<file path="config.mk">
export PLATFORM = sky130hd
export DESIGN_NAME = lcd_command_stream_framer
export DESIGN_NICKNAME = d
export VERILOG_FILES = /design/src/rtl/core/lcdcsf_pkg.sv /design/src/rtl/core/lcdcsf_gen.sv /design/src/rtl/core/lcd_command_stream_framer.sv
export VERILOG_INCLUDE_DIRS = /design/src /design/src/rtl/core
export SDC_FILE = /design/constraint.sdc
export NUM_CORES = 1
export LEC_CHECK = 0
export BUFFER_PORTS_ARGS = -buffer_cell sky130_fd_sc_hd__buf_2
export CAP_MARGIN = 20
export CORE_UTILIZATION = 58
export CTS_BUF_LIST = sky130_fd_sc_hd__clkbuf_8 sky130_fd_sc_hd__clkbuf_16
export DETAILED_ROUTE_END_ITERATION = 6
export PLACE_DENSITY = 0.81
export SLEW_MARGIN = 20
export SYNTH_ARGS = -nofsm -noshare
export SYNTH_HDL_FRONTEND = slang
export SYNTH_HIERARCHICAL = 1
export SYNTH_SLANG_ARGS = --single-unit
export TNS_END_PERCENT = 5
</file>
<file path="constraint.sdc">
create_clock -name i_clk -period 5.5 [get_ports i_clk]
set_clock_uncertainty 0.15 [all_clocks]
set_input_delay 0.55 -clock i_clk [delete_from_list [all_inputs] [get_ports i_clk]]
set_output_delay 0.55 -clock i_clk [all_outputs]
set_load 0.05 [all_outputs]
</file>
<file path="src/rtl/core/lcd_command_stream_framer_assert.svh">
// Assertion macros for the display command framer.
`ifndef LCD_COMMAND_STREAM_FRAMER_ASSERT_SVH
`define LCD_COMMAND_STREAM_FRAMER_ASSERT_SVH
`ifndef SYNTH
`define LCDCSF_ASSERT_IMPL(label, clk, rst_n, ante, cons) \
    label: assert property (@(posedge clk) disable iff (!rst_n) (ante) |-> (cons)) \
        else $error("lcdcsf assertion failed");
`define LCDCSF_ASSERT_NEXT(label, clk, rst_n, ante, cons) \
    label: assert property (@(posedge clk) disable iff (!rst_n) (ante) |=> (cons)) \
        else $error("lcdcsf assertion failed");
`else
`define LCDCSF_ASSERT_IMPL(label, clk, rst_n, ante, cons)
`define LCDCSF_ASSERT_NEXT(label, clk, rst_n, ante, cons)
`endif
`endif

</file>
<file path="src/rtl/core/lcdcsf_pkg.sv">
`default_nettype none
package lcdcsf_pkg;

    typedef enum logic [1:0] {
        OP_TABLE  = 2'd0,
        OP_WINDOW = 2'd1,
        OP_PIXEL  = 2'd2,
        OP_ROTATE = 2'd3
    } t_op;

    typedef enum logic [1:0] {
        PH_COUNT = 2'd0,
        PH_DELAY = 2'd1,
        PH_BYTES = 2'd2
    } t_phase;

    localparam logic [7:0] CMD_COLUMN_SET  = 8'h2A;
    localparam logic [7:0] CMD_PAGE_SET    = 8'h2B;
    localparam logic [7:0] CMD_MEM_WRITE   = 8'h2C;
    localparam logic [7:0] CMD_ACCESS_CTRL = 8'h36;
    localparam logic [7:0] ACCESS_FORCE    = 8'h08;
    localparam logic [10:0] WINDOW_DELAY   = 11'd1;

    localparam int IDX_W = 4;
    localparam logic [IDX_W-1:0] WIN_LAST_IDX = 4'd10;
    localparam logic [IDX_W-1:0] ROT_LAST_IDX = 4'd1;

    // One request after parsing, held while its results are sent.
    typedef struct packed {
        t_op         op;
        logic [15:0] x_start;
        logic [15:0] x_end;
        logic [15:0] y_start;
        logic [15:0] y_end;
        logic [15:0] pixel;
        logic        pixel_end;
        logic [7:0]  rotation;
        logic [7:0]  tbl_value;
        logic        tbl_is_data;
        logic [10:0] tbl_delay;
        logic        tbl_done;
    } t_work;

    typedef struct packed {
        logic [15:0] out_value;
        logic        is_data;
        logic        is_word;
        logic [10:0] delay_ms;
        logic        table_done;
        logic        frame_end;
        logic        last;
    } t_result;

endpackage
`default_nettype wire

</file>
<file path="src/rtl/core/lcdcsf_gen.sv">
`default_nettype none
module lcdcsf_gen (
    input  var lcdcsf_pkg::t_work         i_work,
    input  wire [lcdcsf_pkg::IDX_W-1:0]   i_idx,
    output lcdcsf_pkg::t_result           o_result
);

    logic [7:0] win_byte;
    logic       win_cmd;

    // Window sequence: column-set with four bytes, page-set with four bytes,
    // then memory-write.
    always_comb begin
        win_byte = 8'h00;
        win_cmd  = 1'b0;
        case (i_idx)
            4'd0: begin
                win_byte = lcdcsf_pkg::CMD_COLUMN_SET;
                win_cmd  = 1'b1;
            end
            4'd1: win_byte = i_work.x_start[15:8];
            4'd2: win_byte = i_work.x_start[7:0];
            4'd3: win_byte = i_work.x_end[15:8];
            4'd4: win_byte = i_work.x_end[7:0];
            4'd5: begin
                win_byte = lcdcsf_pkg::CMD_PAGE_SET;
                win_cmd  = 1'b1;
            end
            4'd6: win_byte = i_work.y_start[15:8];
            4'd7: win_byte = i_work.y_start[7:0];
            4'd8: win_byte = i_work.y_end[15:8];
            4'd9: win_byte = i_work.y_end[7:0];
            4'd10: begin
                win_byte = lcdcsf_pkg::CMD_MEM_WRITE;
                win_cmd  = 1'b1;
            end
            default: begin
                win_byte = 8'h00;
                win_cmd  = 1'b1;
            end
        endcase
    end

    always_comb begin
        o_result = '0;
        case (i_work.op)
            lcdcsf_pkg::OP_TABLE: begin
                o_result.out_value  = {8'h00, i_work.tbl_value};
                o_result.is_data    = i_work.tbl_is_data;
                o_result.delay_ms   = i_work.tbl_delay;
                o_result.table_done = i_work.tbl_done;
                o_result.last       = 1'b1;
            end
            lcdcsf_pkg::OP_WINDOW: begin
                o_result.out_value = {8'h00, win_byte};
                o_result.is_data   = ~win_cmd;
                o_result.delay_ms  = (i_idx == 4'd9) ? lcdcsf_pkg::WINDOW_DELAY : 11'd0;
                o_result.last      = (i_idx == lcdcsf_pkg::WIN_LAST_IDX);
            end
            lcdcsf_pkg::OP_PIXEL: begin
                o_result.out_value = i_work.pixel;
                o_result.is_data   = 1'b1;
                o_result.is_word   = 1'b1;
                o_result.frame_end = i_work.pixel_end;
                o_result.last      = 1'b1;
            end
            lcdcsf_pkg::OP_ROTATE: begin
                if (i_idx == 4'd0) begin
                    o_result.out_value = {8'h00, lcdcsf_pkg::CMD_ACCESS_CTRL};
                end else begin
                    o_result.out_value = {8'h00, i_work.rotation | lcdcsf_pkg::ACCESS_FORCE};
                    o_result.is_data   = 1'b1;
                end
                o_result.last = (i_idx == lcdcsf_pkg::ROT_LAST_IDX);
            end
            default: o_result = '0;
        endcase
    end

endmodule
`default_nettype wire

</file>
<file path="src/rtl/core/lcd_command_stream_framer.sv">
`default_nettype none
// Display command framer. Requests arrive on the input channel (valid/ready)
// and leave as a stream of results on the output channel (valid/ready), one
// result per transfer, each flagged as command, data byte or pixel word.
// A table byte gives zero or one result, a pixel one, a rotation request two
// and a window request eleven; the final result of a request carries last.
// Each result passes the work register and then the output register.
// A result sequencer steps one result per cycle from a work register into
// the output register while the receiver does not stall, so pixels and
// table bytes sustain one per cycle. Table bytes that give no result
// leave the work register empty.
// The next request is taken while the final result of the current one moves
// into the output register. When the receiver stalls, the output register
// holds and input ready drops once the work register is still occupied.
// Reset drops both valids and returns the table parser to expecting a count
// byte, with the first-of-command flag set.
module lcd_command_stream_framer (
    input  wire         i_clk,
    input  wire         i_rst_n,
    input  wire         i_in_valid,
    output logic        o_in_ready,
    input  wire  [1:0]  i_operation,
    input  wire  [7:0]  i_table_byte,
    input  wire  [15:0] i_x_start,
    input  wire  [15:0] i_y_start,
    input  wire  [15:0] i_win_width,
    input  wire  [15:0] i_win_height,
    input  wire  [15:0] i_pixel,
    input  wire         i_pixel_end,
    input  wire  [7:0]  i_rotation,
    output logic        o_out_valid,
    input  wire         i_out_ready,
    output logic [15:0] o_out_value,
    output logic        o_is_data,
    output logic        o_is_word,
    output logic [10:0] o_delay_ms,
    output logic        o_table_done,
    output logic        o_frame_end,
    output logic        o_last
);

    `include "lcd_command_stream_framer_assert.svh"

    lcdcsf_pkg::t_phase  r_phase, n_phase;
    logic [7:0]          r_bytes_left, n_bytes_left;
    logic [7:0]          r_pend_delay, n_pend_delay;
    logic                r_first, n_first;

    logic                r_wv;
    lcdcsf_pkg::t_work   r_work, n_work;
    logic [lcdcsf_pkg::IDX_W-1:0] r_idx;
    logic                n_has_result;

    logic                r_ov;
    lcdcsf_pkg::t_result r_out;
    lcdcsf_pkg::t_result gen_result;

    logic                out_free;
    logic                in_xfer;
    logic [7:0]          bytes_dec;

    assign out_free   = ~r_ov | i_out_ready;
    assign o_in_ready = ~r_wv | (out_free & gen_result.last);
    assign in_xfer    = i_in_valid & o_in_ready;
    assign bytes_dec  = r_bytes_left - 8'd1;

    lcdcsf_gen u_gen (
        .i_work   (r_work),
        .i_idx    (r_idx),
        .o_result (gen_result)
    );

    // Table parser and request capture.
    always_comb begin
        n_phase      = r_phase;
        n_bytes_left = r_bytes_left;
        n_pend_delay = r_pend_delay;
        n_first      = r_first;
        n_has_result = 1'b1;

        n_work             = '0;
        n_work.op          = lcdcsf_pkg::t_op'(i_operation);
        n_work.x_start     = i_x_start;
        n_work.x_end       = i_x_start + i_win_width - 16'd1;
        n_work.y_start     = i_y_start;
        n_work.y_end       = i_y_start + i_win_height - 16'd1;
        n_work.pixel       = i_pixel;
        n_work.pixel_end   = i_pixel_end;
        n_work.rotation    = i_rotation;
        n_work.tbl_value   = i_table_byte;

        if (n_work.op == lcdcsf_pkg::OP_TABLE) begin
            case (r_phase)
                lcdcsf_pkg::PH_DELAY: begin
                    n_pend_delay = i_table_byte;
                    n_phase      = lcdcsf_pkg::PH_BYTES;
                    n_first      = 1'b1;
                    n_has_result = 1'b0;
                end
                lcdcsf_pkg::PH_BYTES: begin
                    n_work.tbl_is_data = ~r_first;
                    n_first            = 1'b0;
                    n_bytes_left       = bytes_dec;
                    if (bytes_dec == 8'd0) begin
                        // Delay byte times five, as 4d + d.
                        n_work.tbl_delay = {1'b0, r_pend_delay, 2'b00}
                                         + {3'b000, r_pend_delay};
                        n_phase          = lcdcsf_pkg::PH_COUNT;
                        n_first          = 1'b1;
                    end
                end
                default: begin
                    n_phase = lcdcsf_pkg::PH_COUNT;
                    if (i_table_byte == 8'd0) begin
                        n_first          = 1'b1;
                        n_work.tbl_value = 8'h00;
                        n_work.tbl_done  = 1'b1;
                    end else begin
                        n_bytes_left = i_table_byte;
                        n_phase      = lcdcsf_pkg::PH_DELAY;
                        n_has_result = 1'b0;
                    end
                end
            endcase
        end
    end

    always_ff @(posedge i_clk) begin
        if (!i_rst_n) begin
            r_phase      <= lcdcsf_pkg::PH_COUNT;
            r_bytes_left <= 8'd0;
            r_pend_delay <= 8'd0;
            r_first      <= 1'b1;
        end else if (in_xfer) begin
            r_phase      <= n_phase;
            r_bytes_left <= n_bytes_left;
            r_pend_delay <= n_pend_delay;
            r_first      <= n_first;
        end
    end

    always_ff @(posedge i_clk) begin
        if (!i_rst_n) begin
            r_wv  <= 1'b0;
            r_idx <= '0;
        end else if (in_xfer) begin
            r_wv  <= n_has_result;
            r_idx <= '0;
        end else if (r_wv && out_free) begin
            if (gen_result.last) begin
                r_wv <= 1'b0;
            end else begin
                r_idx <= r_idx + 4'd1;
            end
        end
    end

    always_ff @(posedge i_clk) begin
        if (in_xfer) begin
            r_work <= n_work;
        end
    end

    always_ff @(posedge i_clk) begin
        if (!i_rst_n) begin
            r_ov <= 1'b0;
        end else if (out_free) begin
            r_ov <= r_wv;
        end
    end

    always_ff @(posedge i_clk) begin
        if (out_free && r_wv) begin
            r_out <= gen_result;
        end
    end

    assign o_out_valid  = r_ov;
    assign o_out_value  = r_out.out_value;
    assign o_is_data    = r_out.is_data;
    assign o_is_word    = r_out.is_word;
    assign o_delay_ms   = r_out.delay_ms;
    assign o_table_done = r_out.table_done;
    assign o_frame_end  = r_out.frame_end;
    assign o_last       = r_out.last;

    `LCDCSF_ASSERT_IMPL(a_idx_range, i_clk, i_rst_n, r_wv, r_idx <= lcdcsf_pkg::WIN_LAST_IDX)
    `LCDCSF_ASSERT_IMPL(a_word_is_single, i_clk, i_rst_n, o_out_valid && o_is_word, o_is_data && o_last)
    `LCDCSF_ASSERT_IMPL(a_done_clean, i_clk, i_rst_n, o_out_valid && o_table_done, o_last && (o_out_value == 16'd0) && !o_is_data)
    `LCDCSF_ASSERT_NEXT(a_stall_keeps_work, i_clk, i_rst_n, r_wv && !out_free, r_wv && $stable(r_idx))

endmodule
`default_nettype wire
</file>
* Word level (Yosys, flattened, before mapping)
Index checks and enable logic that the tools add are counted.
** Cells by class
- Add/sub/neg operators :: 7
- Eq/ne operators :: 17
- Bitwise gates (word level) :: 11
- Multiplexer cells :: 28
- Reduce and logical (&&, ||, !) cells :: 22
** Operators with widths (number)
- $pmux 8 s11 :: 1
- $pmux 17 s4 :: 1
- $add 16x16->16 :: 2
- $mux 8 :: 4
- $sub 16x1->16 const B :: 2
- $pmux 11 s2 :: 1
- $mux 21 :: 1
- $eq 4x3->1 const B :: 4
- $logic_not 8->1 :: 2
- $pmux 8 s2 :: 1
- $eq 4x4->1 const B :: 3
- $mux 1 :: 12
- $mux 12 :: 1
- $reduce_and 3->1 :: 4
- $add 10x8->11 :: 1
- $mux 11 :: 1
- $eq 4x2->1 const B :: 2
- $reduce_or 8->1 :: 1
- $sub 8x1->8 const B :: 1
- $not 1->1 :: 7
- $eq 2x2->1 const B :: 3
- $reduce_and 2->1 :: 3
- $reduce_or 2->1 :: 3
- $add 4x1->4 const B :: 1
- other kinds (17) :: 23
** Storage, ports and cells
- Input bits :: 103
- Logic and storage cells :: 111
- Bits in registers :: 169

* Depth between registers and ports, before layout
- Depth after elaboration :: 8
- Mapped depth :: 13
- Mapped depth without buffers :: 11

* By module
Netlist, hierarchy kept.
** Modules (own cells, without submodules)
- lcd_command_stream_framer :: times used 1, cells each 698, area an instance 8206.6 sq um
- lcdcsf_gen :: times used 1, cells each 195, area an instance 1310.0 sq um

* Worst setup path before layout
No wires, ideal clock.
- Path type :: register to register
- Start point :: register r_idx[0] (netlist name)
- End point :: register r_idx[0] (netlist name)
- Stages on the path, launching flop included :: 12
- Setup time :: 0.119 ns
- Arrival time :: 5.390 ns
- Data required time :: 5.231 ns
- Path buffers :: 3
- Slack :: -0.159 ns
- Cells stage by stage :: dfxtp_1 > buf_6 > buf_2 > buf_2 > nor4b_1 > a31oi_1 > o21ai_0 > inv_1 > o21ai_1 > and2_1 > nand2b_1 > nor2_1
** RTL lines
- start: declaration :: line lcd_command_stream_framer.sv:51 : logic [lcdcsf_pkg::IDX_W-1:0] r_idx;
- start signal: assignment :: line lcd_command_stream_framer.sv:153 : r_idx <= r_idx + 4'd1;

==> results.py <==
metrics = {
    "outcome": {
        "status": "finished, final reports clean",
    },
    "floorplanning": {
        "die_h_um": 130,
        "io_pins": 137,
        "core_area_um2": 15900,
        "die_x_um": 130,
        "fp-row-count": 46,
        "initial_utilization_pct": 59.5,
        "dieArea_um2": 16900,
    },
    "drt": {
        "final_antenna_net_count": 0,
        "via_count": 6841,
        "drt-initial-drc-count": 519,
        "wl_um": 18900,
        "drt_first_pass_iters": 5,
        "drc": 0,
        "avgRoutedWirePerCell_um": 15.2,
        "vias_per_cell": 5.51,
    },
    "worst_setup_path": {
        "worstPathMaxFanout": 56,
        "startpoint_type": "flip-flop",
        "cp.arrival_ns": 3.44,
        "end_kind": "flip-flop",
        "reg2reg_depth": 8,
        "worst-endpoint-required_ns": 5.44,
        "critPathKind": "flip-flop to flip-flop",
    },
    "hold_path": {
        "hp-class": "input port to flip-flop",
        "hold_depth": 1,
    },
    "timing": {
        "setup_viol": 0,
        "post-route-min-period_ns": 3.51,
        "relSlewSlack_pct": 45.4,
        "final_max_slew_viol_count": 0,
        "fmax_mhz": 285,
        "timing.final.crit_share_pct": 63.7,
        "fin_setup_tns_ns": 0,
        "setup_ws_ns": 1.99,
        "rsz0062_at_grt": "no",
        "hold_violations": 0,
        "worstMarginPinSlew_ns": 0.819,
    },
    "power": {
        "p_comb_share_pct": 16.0,
        "power.switching_mw": 0.868,
        "p_int_mw": 2.40,
        "p_total_mw": 3.26,
        "pwr-share-seq_pct": 47.6,
        "vdd_ir_drop_max_mv": 0.232,
        "p_leak_nw": 4.57,
        "switching_share_pct": 26.6,
        "p_clk_share_pct": 36.3,
        "power_density_nw_per_um2": 302,
    },
    "grt": {
        "overflow": 0,
        "grtUsageTotal_pct": 23.7,
        "grt_max_degree": 57,
        "grt_pass1_vias": 6227,
        "grt_pass1_wl_um": 30300,
        "antenna_found_initial": 0,
    },
    "flow_run": {
        "maxCapViolations": 0,
    },
    "placed_design": {
        "routabilityCongestion": 0.857,
        "dp.cells": 1209,
        "portBuffers": 135,
        "dp.final_hpwl_um": 14200,
        "dp_slack_ns": 1.93,
        "dpl_cell_area_um2": 10200,
    },
    "synth": {
        "ys_warn_count": 6,
        "postSynthCellCount": 892,
        "syn_area_um2": 9490,
        "postSynthAreaPerCell_um2": 10.6,
        "synth_nets": 1067,
    },
    "cells_and_area": {
        "instances_no_fill": 1241,
        "layout_commonest_cell": "inv_1",
        "fin_area_um2": 10800,
        "num_antenna_cells": 0,
        "mostFrequentLayoutCells": "inv_1, edfxtp_1, buf_2",
        "layout-drive-gt1-share_pct": 18.9,
        "area_growth_pct": 14.0,
        "fillers": 1194,
        "seq_area_um2": 4800,
        "multi_input_area_um2": 3890,
        "nets": 1187,
    },
    "clocking": {
        "cts_buffer_depth": 2,
        "htree_levels": 4,
        "clk_pin_slew_ns": 0.07,
        "holdBufCountCts": 0,
        "cts_tree": "yes",
        "clkLatencyLatePin_ns": 0.43,
        "ctsResizeCount": 0,
        "postCtsSetupRepairBufs": 0,
        "numCtsBuffers": 17,
        "cts_sinks": 168,
        "root_buffer": "clkbuf_16",
    },
}
## per-layer routing
metal  track usage [%]  vias to the layer above  share of wire (%)
met5                 0                        -                  0
met4              10.3                        0                3.0
met3              4.76                       46                6.6
met2              39.7                      263                 49
met1              29.9                     3157                 42
li1                  -                     3375                  -
## through the flow
stage	hold slack [ns]	util, %
6_report	0.143	67.8
5_1_grt	0.136	67.8
4_1_cts	0.130	67.8
3_5_place_dp	0.325	64.1
3_3_place_gp	0.309	64.1
2_1_floorplan	0.292	-
## layout make-up
class / instances / area share (%)
Sequential cell: 168 / 44.3
Clock inverter: 15 / 1.55
Tap cell: 216 / 2.50
Timing Repair Buffer: 141 / 6.66
Clock buffer: 17 / 3.93
Inverter: 145 / 5.03
Multi-Input combinational cell: 539 / 36.0
## sequential cells by signal, indices dropped and copies added (netlist names)
signal        cells
o_delay_ms       11
r_wv              1
r_pend_delay      8
o_last            1
r_bytes_left      8
r_idx             4
o_out_valid       1
r_work          111
r_phase           2
o_table_done      1
o_out_value      16
o_frame_end       1
r_first           1
o_is_data         1
o_is_word         1
## path summary, 6_finish.rpt
kind                                  from          to  slack, ns
worst max-delay path              r_idx[1]  r_work[95]       1.99
worst min-delay path            i_pixel[8]  r_work[38]       0.14
worst max register to register    r_idx[1]  r_work[95]       1.99
worst min register to register  r_phase[1]  r_phase[1]       0.33
## worst max-delay path, cell delays in order (launching register included)
cell	delay, ns
dfxtp_1	0.51
buf_4	0.31
nor4b_1	0.31
a31oi_1	0.07
o21ai_0	0.23
inv_1	0.10
o21ai_1	0.29
and2_4	0.67
buf_4	0.48
## power groups by stage
stage	combinational, mW	sequential, mW	clock [mW]
floorplan	0.340	1.61	0
global placement	0.506	1.58	0
detailed placement	0.522	1.58	0
CTS	0.525	1.56	1.20
global route	0.585	1.56	1.25
finish	0.524	1.56	1.19
Note: power is estimated with default switching activity, not from simulation.
